[config.mk]
export PLATFORM = sky130hd
export DESIGN_NAME = hex_ascii_dump_formatter_unit
export DESIGN_NICKNAME = d
export VERILOG_FILES = /design/src/rtl/hadf_pkg.sv /design/src/rtl/hex_ascii_dump_formatter_unit.sv
export SDC_FILE = /design/constraint.sdc
export NUM_CORES = 1
export LEC_CHECK = 0
export ABC_AREA = 0
export BUFFER_PORTS_ARGS = -buffer_cell sky130_fd_sc_hd__buf_2
export CAP_MARGIN = 20
export CELL_PAD_IN_SITES_DETAIL_PLACEMENT = 0
export CELL_PAD_IN_SITES_GLOBAL_PLACEMENT = 2
export CORE_MARGIN = 2
export CORE_UTILIZATION = 40
export CTS_CLUSTER_DIAMETER = 30
export CTS_CLUSTER_SIZE = 8
export DETAILED_ROUTE_END_ITERATION = 10
export GPL_TIMING_DRIVEN = 0
export PLACE_DENSITY = 0.7
export SLEW_MARGIN = 20
export SYNTH_ARGS = -nofsm -noshare
export SYNTH_HDL_FRONTEND = slang
export SYNTH_SLANG_ARGS = --single-unit
[constraint.sdc]
create_clock -name aclk -period 5.2 [get_ports aclk]
set_input_delay 0.52 -clock aclk [delete_from_list [all_inputs] [get_ports aclk]]
set_output_delay 0.52 -clock aclk [all_outputs]
set_load 0.03 [all_outputs]
[src/rtl/hadf_pkg.sv]
// Package of the hex dump formatter: character codes, microcode types and the control store.
// Depends on nothing; used by the top level and by its checker.
package hadf_pkg;

    localparam int UPC_W = 4;
    typedef logic [UPC_W-1:0] upc_t;

    // Step addresses of the microprogram.
    localparam upc_t U_IDLE   = 4'd0;
    localparam upc_t U_HEX_HI = 4'd1;
    localparam upc_t U_HEX_LO = 4'd2;
    localparam upc_t U_SEP    = 4'd3;
    localparam upc_t U_PAD    = 4'd4;
    localparam upc_t U_GAP1   = 4'd5;
    localparam upc_t U_GAP2   = 4'd6;
    localparam upc_t U_ASCII  = 4'd7;
    localparam upc_t U_CR     = 4'd8;
    localparam upc_t U_LF     = 4'd9;

    localparam logic [7:0] CHAR_SPACE = 8'h20;
    localparam logic [7:0] CHAR_DOT   = 8'h2E;
    localparam logic [7:0] CHAR_CR    = 8'h0D;
    localparam logic [7:0] CHAR_LF    = 8'h0A;
    localparam logic [7:0] SHOW_LOW   = 8'd32;
    localparam logic [7:0] SHOW_HIGH  = 8'd128;

    // Character source selected by a control word.
    typedef enum logic [2:0] {
        SRC_NONE,
        SRC_HEX_HI,
        SRC_HEX_LO,
        SRC_SPACE,
        SRC_STORE,
        SRC_CR,
        SRC_LF
    } src_t;

    // Sequencing rule of a control word.
    typedef enum logic [2:0] {
        SEQ_FETCH,
        SEQ_NEXT,
        SEQ_CLOSE,
        SEQ_PAD,
        SEQ_ASCII,
        SEQ_JUMP
    } seq_t;

    typedef struct packed {
        src_t src;
        seq_t seq;
        upc_t target;
        logic last;
    } ucode_t;

    function automatic ucode_t ucode_word(input upc_t upc);
        ucode_t w;
        w.src    = SRC_NONE;
        w.seq    = SEQ_JUMP;
        w.target = U_IDLE;
        w.last   = 1'b0;
        unique case (upc)
            U_IDLE: begin
                w.seq = SEQ_FETCH;
            end
            U_HEX_HI: begin
                w.src = SRC_HEX_HI;
                w.seq = SEQ_NEXT;
            end
            U_HEX_LO: begin
                w.src = SRC_HEX_LO;
                w.seq = SEQ_NEXT;
            end
            U_SEP: begin
                w.src = SRC_SPACE;
                w.seq = SEQ_CLOSE;
            end
            U_PAD: begin
                w.src = SRC_SPACE;
                w.seq = SEQ_PAD;
            end
            U_GAP1, U_GAP2: begin
                w.src = SRC_SPACE;
                w.seq = SEQ_NEXT;
            end
            U_ASCII: begin
                w.src = SRC_STORE;
                w.seq = SEQ_ASCII;
            end
            U_CR: begin
                w.src = SRC_CR;
                w.seq = SEQ_NEXT;
            end
            U_LF: begin
                w.src  = SRC_LF;
                w.seq  = SEQ_JUMP;
                w.last = 1'b1;
            end
            default: begin
                w.seq = SEQ_JUMP;
            end
        endcase
        return w;
    endfunction

    function automatic logic [7:0] hex_char(input logic [3:0] nib);
        return (nib < 4'd10) ? (8'h30 + {4'd0, nib}) : (8'h37 + {4'd0, nib});
    endfunction

    // Printable range of the ASCII column, both ends included.
    function automatic logic [7:0] shown_char(input logic [7:0] b);
        return (b >= SHOW_LOW && b <= SHOW_HIGH) ? b : CHAR_DOT;
    endfunction

endpackage

[src/rtl/hex_ascii_dump_formatter_unit.sv]
// Top level of the hex dump formatter: microcode sequencer, line store and output register.
// Depends on hadf_pkg.
//
// The block turns a stream of bytes into hexdump text, one character per result item.
// Every byte gives two upper-case hex digits and a space at once, and is kept in a small
// line store. When BYTES_PER_LINE bytes are held, or on a byte flagged end_of_dump, the
// line is closed: three spaces for each missing byte of a short line, two spaces, the
// ASCII column (bytes 32 to 128 shown as they are, all others as '.') and CR LF. An item
// without a byte closes the current line the same way, or gives a blank padded line when
// no bytes are held. The last character caused by an item carries m_last_char. Control
// is a ten-step microprogram in a constant table; one control word per step picks the
// character source and the sequencing rule. The output register gives at most one
// character per cycle, held while m_ready is low. The padding and ASCII loops each
// leave their step without emitting once nothing is left, and the closing item with
// the most characters is a one-byte final line. A new item is taken only while the
// sequencer rests at its idle step, which it reaches as soon as the last character of
// the item is in the output register, even if that character has not been taken yet.
module hex_ascii_dump_formatter_unit
    import hadf_pkg::*;
#(
    parameter int BYTES_PER_LINE = 16
) (
    input  logic       aclk,
    input  logic       aresetn,
    input  logic       s_valid,
    output logic       s_ready,
    input  logic [7:0] s_data_byte,
    input  logic       s_has_byte,
    input  logic       s_end_of_dump,
    output logic       m_valid,
    input  logic       m_ready,
    output logic [7:0] m_out_char,
    output logic       m_last_char
);

    localparam int CNT_W = $clog2(BYTES_PER_LINE + 1);
    localparam int IDX_W = $clog2(BYTES_PER_LINE);
    localparam int PAD_W = $clog2(3 * BYTES_PER_LINE + 1);
    localparam logic [CNT_W-1:0] LINE_FULL = CNT_W'(BYTES_PER_LINE);

    // Sequencer and line state.
    upc_t             upc_reg,     upc_next;
    logic [CNT_W-1:0] count_reg,   count_next;
    logic [PAD_W-1:0] pad_rem_reg, pad_rem_next;
    logic [CNT_W-1:0] asc_idx_reg, asc_idx_next;
    logic [7:0]       byte_reg;
    logic             close_reg;

    // Output register.
    logic             m_valid_reg, m_valid_next;
    logic [7:0]       m_out_char_reg;
    logic             m_last_char_reg;

    logic [7:0]       line_store [BYTES_PER_LINE];

    ucode_t           uw;
    logic             slot_free;
    logic             in_acc;
    logic [CNT_W-1:0] base_cnt;
    logic [CNT_W-1:0] inc_cnt;
    logic [CNT_W-1:0] acc_count;
    logic [CNT_W-1:0] pad_bytes;
    logic [PAD_W-1:0] pad_x1;
    logic [PAD_W-1:0] pad_init;
    logic [7:0]       store_rd;
    logic             emit;
    logic             emit_last;
    logic [7:0]       emit_char;

    assign uw        = ucode_word(upc_reg);
    assign slot_free = !m_valid_reg || m_ready;
    assign s_ready   = (uw.seq == SEQ_FETCH);
    assign in_acc    = s_valid && s_ready;

    // A full line is always closed, so the wrap to zero only guards the store index.
    assign base_cnt  = (count_reg >= LINE_FULL) ? '0 : count_reg;
    assign inc_cnt   = base_cnt + CNT_W'(1);
    assign acc_count = s_has_byte ? inc_cnt : count_reg;

    // Padding is three spaces for every byte missing from the line.
    assign pad_bytes = LINE_FULL - acc_count;
    assign pad_x1    = PAD_W'(pad_bytes);
    assign pad_init  = pad_x1 + (pad_x1 << 1);

    assign store_rd  = line_store[asc_idx_reg[IDX_W-1:0]];

    always_comb begin
        case (uw.src)
            SRC_HEX_HI: emit_char = hex_char(byte_reg[7:4]);
            SRC_HEX_LO: emit_char = hex_char(byte_reg[3:0]);
            SRC_STORE:  emit_char = shown_char(store_rd);
            SRC_CR:     emit_char = CHAR_CR;
            SRC_LF:     emit_char = CHAR_LF;
            default:    emit_char = CHAR_SPACE;
        endcase
    end

    // Sequencer: executes the control word of the current step.
    always_comb begin
        upc_next     = upc_reg;
        count_next   = count_reg;
        pad_rem_next = pad_rem_reg;
        asc_idx_next = asc_idx_reg;
        emit         = 1'b0;
        emit_last    = uw.last;
        unique case (uw.seq)
            SEQ_FETCH: begin
                if (in_acc) begin
                    upc_next     = s_has_byte ? U_HEX_HI : U_PAD;
                    count_next   = acc_count;
                    pad_rem_next = pad_init;
                    asc_idx_next = '0;
                end
            end
            SEQ_NEXT: begin
                emit = 1'b1;
                if (slot_free) begin
                    upc_next = upc_reg + UPC_W'(1);
                end
            end
            SEQ_CLOSE: begin
                // The separator ends the item unless this byte closes the line.
                emit      = 1'b1;
                emit_last = !close_reg;
                if (slot_free) begin
                    upc_next = close_reg ? (upc_reg + UPC_W'(1)) : uw.target;
                end
            end
            SEQ_PAD: begin
                if (pad_rem_reg == '0) begin
                    upc_next = upc_reg + UPC_W'(1);
                end else begin
                    emit = 1'b1;
                    if (slot_free) begin
                        pad_rem_next = pad_rem_reg - PAD_W'(1);
                    end
                end
            end
            SEQ_ASCII: begin
                if (asc_idx_reg == count_reg) begin
                    upc_next = upc_reg + UPC_W'(1);
                end else begin
                    emit = 1'b1;
                    if (slot_free) begin
                        asc_idx_next = asc_idx_reg + CNT_W'(1);
                    end
                end
            end
            SEQ_JUMP: begin
                // Only the line feed step and the unused step addresses jump; the line is then empty again.
                emit = (uw.src != SRC_NONE);
                if (slot_free || !emit) begin
                    upc_next   = uw.target;
                    count_next = '0;
                end
            end
            default: begin
                upc_next = U_IDLE;
            end
        endcase
    end

    always_comb begin
        if (emit && slot_free) begin
            m_valid_next = 1'b1;
        end else if (m_ready) begin
            m_valid_next = 1'b0;
        end else begin
            m_valid_next = m_valid_reg;
        end
    end

    always_ff @(posedge aclk) begin
        if (!aresetn) begin
            upc_reg     <= U_IDLE;
            count_reg   <= '0;
            pad_rem_reg <= '0;
            asc_idx_reg <= '0;
            m_valid_reg <= 1'b0;
        end else begin
            upc_reg     <= upc_next;
            count_reg   <= count_next;
            pad_rem_reg <= pad_rem_next;
            asc_idx_reg <= asc_idx_next;
            m_valid_reg <= m_valid_next;
        end
    end

    always_ff @(posedge aclk) begin
        if (in_acc) begin
            byte_reg  <= s_data_byte;
            close_reg <= s_has_byte ? ((inc_cnt >= LINE_FULL) || s_end_of_dump) : 1'b1;
            if (s_has_byte) begin
                line_store[base_cnt[IDX_W-1:0]] <= s_data_byte;
            end
        end
        if (emit && slot_free) begin
            m_out_char_reg  <= emit_char;
            m_last_char_reg <= emit_last;
        end
    end

    assign m_valid     = m_valid_reg;
    assign m_out_char  = m_out_char_reg;
    assign m_last_char = m_last_char_reg;

endmodule

==> flow_metrics.env, run 1 <==
export IMPL_setup_slack_ns=1.69
export IMPL_first_iter_violations=346
export IMPL_cp_required_ns=5.25
export IMPL_yosys_top_cells_count="146 x edfxtp_1, 47 x nor2_1, 38 x nand2_1"
export IMPL_synthesis_nets=602
export IMPL_cts_tree="done"
export IMPL_multi_input_area_um2=2770
export IMPL_skew_ns=0.0119
export IMPL_ir_worst_vdd_mv=0.237
export IMPL_rrSetupSlack_ns=1.69
export IMPL_start_util=0.406
export IMPL_path_clk_slew_ns=0.07
export IMPL_critPathMaxFanout=10
export IMPL_layout_cells_non_filler=888
export IMPL_min_period_ns=3.51
export IMPL_synth_ff_type="edfxtp_1"
export IMPL_synth_edf_count=146
export IMPL_power_density_nw_per_um2=449
export IMPL_holdBufCountCts=0
export IMPL_finalNetCount=643
export IMPL_syn_inst=569
export IMPL_grt_usage=0.190
export IMPL_p_leak_nw=2.97
export IMPL_port_buffers=22
export IMPL_drv_slew=0
export IMPL_drc=0
export IMPL_antenna_found_initial=1
export IMPL_largest_register_ffs=128
export IMPL_finalSetupTns_ns=0
export IMPL_status="finished clean"
export IMPL_root_buffer="clkbuf_16"
export IMPL_wl_per_cell_um=20.6
export IMPL_preCtsSetupSlack_ns=1.66
export IMPL_dp_cells=856
export IMPL_postCtsResizedCells=0
export IMPL_synthTopCellsByArea="edfxtp_1 56%, mux4_2 7.5%, dfxtp_1 6.4%, ha_1 2.9%, nor2_1 2.2%"
export IMPL_grt_max_degree=19
export IMPL_netlist_area_um2=7850
export IMPL_crit_path_end_kind="flip-flop"
export IMPL_syn_area_per_cell_um2=13.8
export IMPL_synth_area_leader_cell="edfxtp_1"
export IMPL_fillers=1724
export IMPL_grt_pass1_vias=4994
export IMPL_layout_drive_gt1_share=0.143
export IMPL_core_um2=19300
export IMPL_setup_viol=0
export IMPL_fmax_mhz=285
export IMPL_drt_wl_total_mm=18.3
export IMPL_cts_buffers_inserted=17
export IMPL_grt_overflow_total=0
export IMPL_synth_async_reset_ratio=0
export IMPL_cp_data_arrival_time_ns=3.56
export IMPL_hold_viol_final=0
export IMPL_firstDrtPassIters=5
export IMPL_grt_pass1_wl_mm=28.8
export IMPL_clock_sinks=171
export IMPL_startpoint_type="flip-flop"
export IMPL_gp_congestion=0.801
export IMPL_topRoutingLayerUsed="met4"
export IMPL_wl_met1_mm=8.63
export IMPL_clk_latency_ns=0.43
export IMPL_die_area_um2=20800
export IMPL_area_growth_pct=12.9
export IMPL_finalCritPeriodShare=0.675
export IMPL_cts_buffer_depth=2
export IMPL_pin_count=25
export IMPL_route_met3_wl_um=496
export IMPL_dpl_hpwl_mm=12.8
export IMPL_die_h_um=144
export IMPL_worstMarginPinSlew_ns=1.02
export IMPL_cts_htree_levels=4
export IMPL_postRouteAntennaNets=0
export IMPL_seq_area_frac_synth=0.622
export IMPL_netlist_cell_type_count=65
export IMPL_die_x_um=144
export IMPL_crit_type="reg2reg"
export IMPL_yosys_register_bits=171
export IMPL_antenna_cells=0
export IMPL_vias_per_cell=5.51
export IMPL_max_slew_margin_rel=0.318
export IMPL_seq_area_um2=4880
export IMPL_post_synth_top_count_cell="edfxtp_1"
export IMPL_std_cell_rows=51
export IMPL_drv_cap=0
export IMPL_vias=4891
export IMPL_min_path_type="in2reg"
export IMPL_cts_setup_buffers=0
export IMPL_wl_met2_mm=8.80
export IMPL_rsz0062_at_grt="false"
export IMPL_ys_warn_count=0
export IMPL_synth_top_area_frac=0.558
-- cells in the final DEF, fill, tap and decap left out, drive strengths merged, types with 18 or more instances in the layout --
cell | Yosys | routed
inv | 18 | 26
mux4 | 32 | 32
a21oi | 30 | 30
edfxtp | 146 | 146
buf | 6 | 28
o21ai | 24 | 24
dfxtp | 25 | 25
ha | 18 | 18
clkbuf | 21 | 38
nor2 | 47 | 47
nand2 | 38 | 38
-- where the power goes --
group | switching, W | total [W] | internal [W] | leakage (nW)
Sequential | 0.0000625 | 0.00168 | 0.00161 | 1.52
Combinational | 0.000711 | 0.00109 | 0.000378 | 1.17
Clock | 0.000581 | 0.00122 | 0.000638 | 0.279
-- layer usage --
metal	vias to the layer above	track usage
li1	2297	-
met1	2481	0.258
met2	89	0.313
met3	24	0.0291
met4	0	0.0655
met5	-	0
-- final timing paths --
check / cells past startpoint / start / to
min: 2 / aresetn / upc_reg[0]
max reg2reg: 9 / upc_reg[0] / m_out_char[3]
max: 9 / upc_reg[0] / m_out_char[3]
min reg2reg: 2 / upc_reg[1] / upc_reg[1]
-- stage by stage --
step / hold WS, ns / power, W / util / area, um^2
3_5_place_dp: 0.518 / 0.00279 / 0.429 / 8290
2_1_floorplan: 0.475 / 0.00249 / - / 7850
5_1_grt: 0.400 / 0.00421 / 0.459 / 8870
3_3_place_gp: 0.499 / 0.00278 / 0.429 / 8290
6_report: 0.410 / 0.00398 / 0.459 / 8870
4_1_cts: 0.393 / 0.00401 / 0.459 / 8870
-- cell families (layout without fill, tap and decap cells) --
kind of cell,after synthesis,in the layout,synth area share
flops,171,171,0.622
xor+xnor,18,18,0.0201
fa+ha+maj,19,19,0.0312
mux,36,36,0.0998
simple gates,160,160,0.101
compound gates,120,120,0.101
buf+inv,45,99,0.0249
-- layout make-up --
type / instances / area share
Clock inverter: 15 / 0.0167
Clock buffer: 17 / 0.0480
Inverter: 18 / 0.00762
Buffer: 27 / 0.0144
Sequential cell: 171 / 0.551
Tap cell: 265 / 0.0374
Timing Repair Buffer: 22 / 0.0124
Multi-Input combinational cell: 353 / 0.313
-- worst max-delay path, cell delays in order (launching register included) --
cell and delay, ns:
dfxtp_1 0.41, inv_1 0.12, ha_1 0.20, clkbuf_1 0.21
or2_1 0.27, clkbuf_1 0.17, nor3_2 0.56, o31ai_1 0.22
o21a_1 0.23, a21oi_1 0.74
(Power assumes the default switching activity.)
==> run 2, diff against run 1 <==
--- a/config.mk
+++ b/config.mk
@@ -16,7 +16,7 @@
 export CTS_CLUSTER_SIZE = 8
 export DETAILED_ROUTE_END_ITERATION = 10
 export GPL_TIMING_DRIVEN = 0
-export PLACE_DENSITY = 0.7
+export PLACE_DENSITY = 0.73
 export SLEW_MARGIN = 20
 export SYNTH_ARGS = -nofsm -noshare
 export SYNTH_HDL_FRONTEND = slang
==> constraint.sdc (replaced) <==
create_clock -name aclk -period 3 [get_ports aclk]
set_input_delay 0.3 -clock aclk [delete_from_list [all_inputs] [get_ports aclk]]
set_output_delay 0.3 -clock aclk [all_outputs]
set_load 0.03 [all_outputs]
==> run 2 against run 1 <==
Against the previous run: wire length down 2.9%; critical path depth down 1; power increased by 82%; global-route usage shrank 0.98 points; clock skew decreased by 0.0015 ns; cell count is 0.68% higher; setup slack worse by 1.6 ns; critical endpoint is now m_out_char[1]; largest cell class unchanged.
==> flow_metrics.env, run 2 (synthesized netlist as in run 1, its figures left out) <==
export IMPL_setup_viol=0
export IMPL_grt_usage=0.180
export IMPL_drv_cap=0
export IMPL_cp_data_arrival_time_ns=3.02
export IMPL_p_leak_nw=3.07
export IMPL_cts_tree="done"
export IMPL_mostFrequentLayoutCells="146 x edfxtp_1, 38 x nand2_1, 30 x nor2_1"
export IMPL_area_growth_pct=17.8
export IMPL_die_x_um=144
export IMPL_critPathMaxFanout=10
export IMPL_dpl_hpwl_mm=12.3
export IMPL_power_w=0.00725
export IMPL_crit_path_end_kind="flip-flop"
export IMPL_power_density_nw_per_um2=785
export IMPL_cts_htree_levels=4
export IMPL_startpoint_type="flip-flop"
export IMPL_antenna_found_initial=0
export IMPL_port_buffers=22
export IMPL_reg2regPathDepth=8
export IMPL_fillers=1679
export IMPL_final_common_cell="edfxtp_1"
export IMPL_min_period_ns=2.87
export IMPL_path_clk_slew_ns=0.07
export IMPL_cts_buffer_depth=2
export IMPL_ir_worst_vdd_mv=0.371
export IMPL_clock_sinks=171
export IMPL_hold_viol_final=0
export IMPL_die_area_um2=20800
export IMPL_vias_per_cell=5.51
export IMPL_die_h_um=144
export IMPL_cp_required_ns=3.15
export IMPL_cts_buffers_inserted=17
export IMPL_antenna_cells=0
export IMPL_std_cell_rows=51
export IMPL_hold_depth=2
export IMPL_clk_latency_ns=0.42
export IMPL_drt_wl_total_mm=17.7
export IMPL_skew_ns=0.0103
export IMPL_reg2reg_to="m_out_char[1]"
export IMPL_holdBufCountCts=0
export IMPL_largest_register_ffs=128
export IMPL_layout_drive_gt1_share=0.221
export IMPL_drv_slew=0
export IMPL_gp_congestion=0.821
export IMPL_start_util=0.406
export IMPL_min_from="aresetn"
export IMPL_preCtsSetupSlack_ns=-0.551
export IMPL_root_buffer="clkbuf_16"
export IMPL_core_um2=19300
export IMPL_worstMarginPinSlew_ns=0.810
export IMPL_max_slew_margin_rel=0.451
export IMPL_postRouteAntennaNets=0
export IMPL_rrSetupSlack_ns=0.13
export IMPL_grt_overflow_total=0
export IMPL_grt_pass1_vias=4880
export IMPL_crit_type="reg2reg"
export IMPL_grt_max_degree=18
export IMPL_firstDrtPassIters=4
export IMPL_wl_per_cell_um=19.8
export IMPL_grt_pass1_wl_mm=27.8
export IMPL_min_to="pad_rem_reg[4]"
export IMPL_status="finished clean"
export IMPL_fmax_mhz=349
export IMPL_finalNetCount=650
export IMPL_pin_count=25
export IMPL_setup_slack_ns=0.135
export IMPL_drc=0
export IMPL_vias=4929
export IMPL_min_path_type="in2reg"
export IMPL_finalCritPeriodShare=0.955
export IMPL_first_iter_violations=385
==> run 2: cell count changes in the layout (fill, tap and decap cells not counted), sizes merged <==
cell and delta:
inv +1, buf +8, clkinv -4, clkbuf -1, bufinv +2
==> run 2: worst max-delay path by stage <==
stage	startpoint	end	slack, ns	cells after the start
floorplan	count_reg[4]	pad_rem_reg[4]	0.15	13
global placement	upc_reg[0]	m_out_char[7]	-0.53	9
detailed placement	upc_reg[0]	m_out_char[4]	-0.55	9
CTS	upc_reg[0]	line_store[2][5]	-0.07	7
global route	count_reg[4]	pad_rem_reg[4]	-0.01	13
finish	flip-flop	m_out_char[1]	0.13	8
==> run 2: report_power, final <==
part	leakage (nW)	switching, W	internal, W	total (W)
logic	1.25	0.00131	0.000766	0.00208
clock network	0.295	0.000998	0.00127	0.00226
registers	1.52	0.000118	0.00280	0.00291
==> run 2: routing by layer <==
| metal | vias up | GRT usage | wire, um |
|---|---|---|---|
| met2 | 84 | 0.288 | 8500 |
| met3 | 24 | 0.0311 | 496 |
| met1 | 2511 | 0.252 | 8440 |
| li1 | 2310 | - | - |
| met5 | - | 0 | 0 |
| met4 | 0 | 0.0573 | 282 |
==> run 2: layout make-up <==
cell class / instances / area (um^2) / share of cell area
timing repair buffer: 30 / 195 / 0.0211
sequential: 171 / 4880 / 0.528
inverter: 18 / 67.6 / 0.00731
tap: 265 / 332 / 0.0359
multi-input combinational: 353 / 3020 / 0.327
clock inverter: 14 / 179 / 0.0194
clock buffer: 17 / 425 / 0.0460
buffer: 26 / 144 / 0.0156
==> run 2: through the flow <==
step	hold slack [ns]	utilization	setup TNS [ns]	instance area (um^2)	cells
after floorplan	0.399	-	0	7850	569
after global placement	0.494	0.429	-42.55	8290	856
after detailed placement	0.499	0.429	-46.02	8290	856
after CTS	0.145	0.471	-1.91	9100	891
after global routing	0.152	0.478	-0.0171	9250	894
final	0.163	0.478	0	9250	894
==> run 2: what timing repair did <==
| item | in CTS | in global routing |
|---|---|---|
| setup endpoints to repair | 155 | 89 |
| gates cloned | 0 | 0 |
| buffers inserted | 5 | 3 |
| hold endpoints to repair | 0 | 0 |
| resized for setup | 43 | 30 |
| pin swaps | 6 | 7 |
==> run 2: critical path, cell delays in order (launching register included) <==
cell and delay [ns]:
dfxtp_1 0.33, buf_6 0.14, buf_12 0.15, mux4_2 0.51
a22oi_2 0.29, nand2_1 0.13, or4_4 0.57, o211ai_1 0.31
o211ai_1 0.16
==> run 3, diff against run 2 <==
--- a/config.mk
+++ b/config.mk
@@ -17,6 +17,7 @@
 export DETAILED_ROUTE_END_ITERATION = 10
 export GPL_TIMING_DRIVEN = 0
 export PLACE_DENSITY = 0.73
+export RECOVER_POWER = 100
 export SLEW_MARGIN = 20
 export SYNTH_ARGS = -nofsm -noshare
 export SYNTH_HDL_FRONTEND = slang
==> run 3 against run 2 <==
Against the previous run: final area fell by 0.43%; global-route usage stayed put; combinational power is essentially flat; largest cell class unchanged; largest power group unchanged.
==> flow_metrics.env, run 3 (synthesized netlist as in run 1, its figures left out) <==
export IMPL_status="finished clean"
export IMPL_core_um2=19300
export IMPL_final_common_cell="edfxtp_1"
export IMPL_clock_sinks=171
export IMPL_hold_viol_final=0
export IMPL_antenna_found_initial=0
export IMPL_path_clk_slew_ns=0.07
export IMPL_drc=0
export IMPL_fmax_mhz=349
export IMPL_finalNetCount=650
export IMPL_power_density_nw_per_um2=786
export IMPL_largest_register_ffs=128
export IMPL_std_cell_rows=51
export IMPL_first_iter_violations=377
export IMPL_r2r_start="count_reg[4]"
export IMPL_min_path_type="in2reg"
export IMPL_grt_pass1_vias=4880
export IMPL_root_buffer="clkbuf_16"
export IMPL_setup_viol=0
export IMPL_die_h_um=144
export IMPL_die_x_um=144
export IMPL_reg2regPathDepth=13
export IMPL_startpoint_type="flip-flop"
export IMPL_grt_usage=0.180
export IMPL_drv_slew=0
export IMPL_die_area_um2=20800
export IMPL_area_growth_pct=17.3
export IMPL_grt_pass1_wl_mm=27.8
export IMPL_max_stage_delay_ns=0.34
export IMPL_reg2reg_to="pad_rem_reg[4]"
export IMPL_drt_wl_total_mm=17.8
export IMPL_critPathSlowestCell="ha_1"
export IMPL_cp_required_ns=3.37
export IMPL_start_util=0.406
export IMPL_ir_worst_vdd_mv=0.372
export IMPL_clk_latency_ns=0.42
export IMPL_grt_max_degree=18
export IMPL_vias_per_cell=5.49
export IMPL_wl_per_cell_um=19.9
export IMPL_vias=4911
export IMPL_critical_path_buf_inv_count=1
export IMPL_finalCritPeriodShare=0.955
export IMPL_holdBufCountCts=0
export IMPL_worstMarginPinSlew_ns=0.811
export IMPL_cts_buffers_inserted=17
export IMPL_crit_path_end_kind="flip-flop"
export IMPL_cts_buffer_depth=2
export IMPL_p_leak_nw=3.02
export IMPL_min_from="aresetn"
export IMPL_gp_congestion=0.821
export IMPL_cp_data_arrival_time_ns=3.24
export IMPL_placed_cell_area_um2=8290
export IMPL_critPathMaxFanout=10
export IMPL_crit_chain="clkbuf_4 > nand2b_4 > ha_1 > mux2i_4 > ha_2 > xor2_2 > ha_1 > a21o_1 > a21oi_2 > xnor2_1 > nor2_1 > a31oi_1 > o211a_1"
export IMPL_firstDrtPassIters=4
export IMPL_min_period_ns=2.86
export IMPL_cts_tree="done"
export IMPL_max_slew_margin_rel=0.451
export IMPL_layout_drive_gt1_share=0.191
export IMPL_final_util=0.476
export IMPL_dpl_hpwl_mm=12.3
export IMPL_cts_htree_levels=4
export IMPL_crit_path_frequent_cell="ha_1"
export IMPL_postRouteAntennaNets=0
export IMPL_min_to="pad_rem_reg[4]"
export IMPL_cp_top_family="adder cells"
export IMPL_drv_cap=0
export IMPL_port_buffers=22
export IMPL_hold_depth=2
export IMPL_crit_type="reg2reg"
export IMPL_antenna_cells=0
export IMPL_rrSetupSlack_ns=0.14
export IMPL_skew_ns=0.00936
export IMPL_design_area_um2=9210
export IMPL_mostFrequentLayoutCells="146 x edfxtp_1, 38 x nand2_1, 32 x clkbuf_1"
export IMPL_grt_overflow_total=0
export IMPL_pin_count=25
-- run 3: worst max-delay path by stage --
stage / from / endpoint / cells after the start
2_1_floorplan: count_reg[4] / pad_rem_reg[4] / 13
3_3_place_gp: upc_reg[0] / m_out_char[7] / 9
3_5_place_dp: upc_reg[0] / m_out_char[4] / 9
4_1_cts: upc_reg[0] / line_store[2][5] / 7
5_1_grt: count_reg[4] / pad_rem_reg[4] / 13
6_report: count_reg[4] / pad_rem_reg[4] / 13
-- run 3: cell type report --
type / instances / area (um^2)
Inverter: 18 / 67.6
Timing Repair Buffer: 30 / 163
Multi-Input combinational cell: 353 / 3010
Clock inverter: 14 / 179
Sequential cell: 171 / 4880
Tap cell: 265 / 332
Buffer: 26 / 144
Fill cell: 1695 / 10100
Clock buffer: 17 / 425
-- run 3: report_power, final --
group / total [W] / internal (W) / switching, W / leakage, nW
Sequential: 0.00292 / 0.00280 / 0.000120 / 1.52
Clock: 0.00226 / 0.00127 / 0.000999 / 0.295
Combinational: 0.00206 / 0.000743 / 0.00131 / 1.20
Total: 0.00724 / 0.00481 / 0.00243 / 3.02
-- run 3: what timing repair did --
item	4_1_cts	5_1_grt
pin swaps	6	7
setup buffers	5	3
gates resized for setup	43	30
setup endpoints to repair	155	89
-- run 3: per-layer routing --
layer	track usage	vias to the layer above	wire length (um)
met5	0	-	0
met1	0.252	2484	8520
li1	-	2313	-
met4	0.0573	0	292
met3	0.0311	24	479
met2	0.288	90	8470
-- run 3: metrics by stage --
| stage | hold slack, ns | setup TNS, ns | cells | total power [W] | setup WS [ns] |
|---|---|---|---|---|---|
| 6_report | 0.163 | 0 | 894 | 0.00724 | 0.136 |
| 5_1_grt | 0.152 | -0.0171 | 894 | 0.00760 | -0.0101 |
| 4_1_cts | 0.145 | -1.91 | 891 | 0.00717 | -0.0740 |
| 3_5_place_dp | 0.499 | -46.02 | 856 | 0.00484 | -0.551 |
| 3_3_place_gp | 0.494 | -42.55 | 856 | 0.00481 | -0.528 |
| 2_1_floorplan | 0.399 | 0 | 569 | 0.00432 | 0.152 |
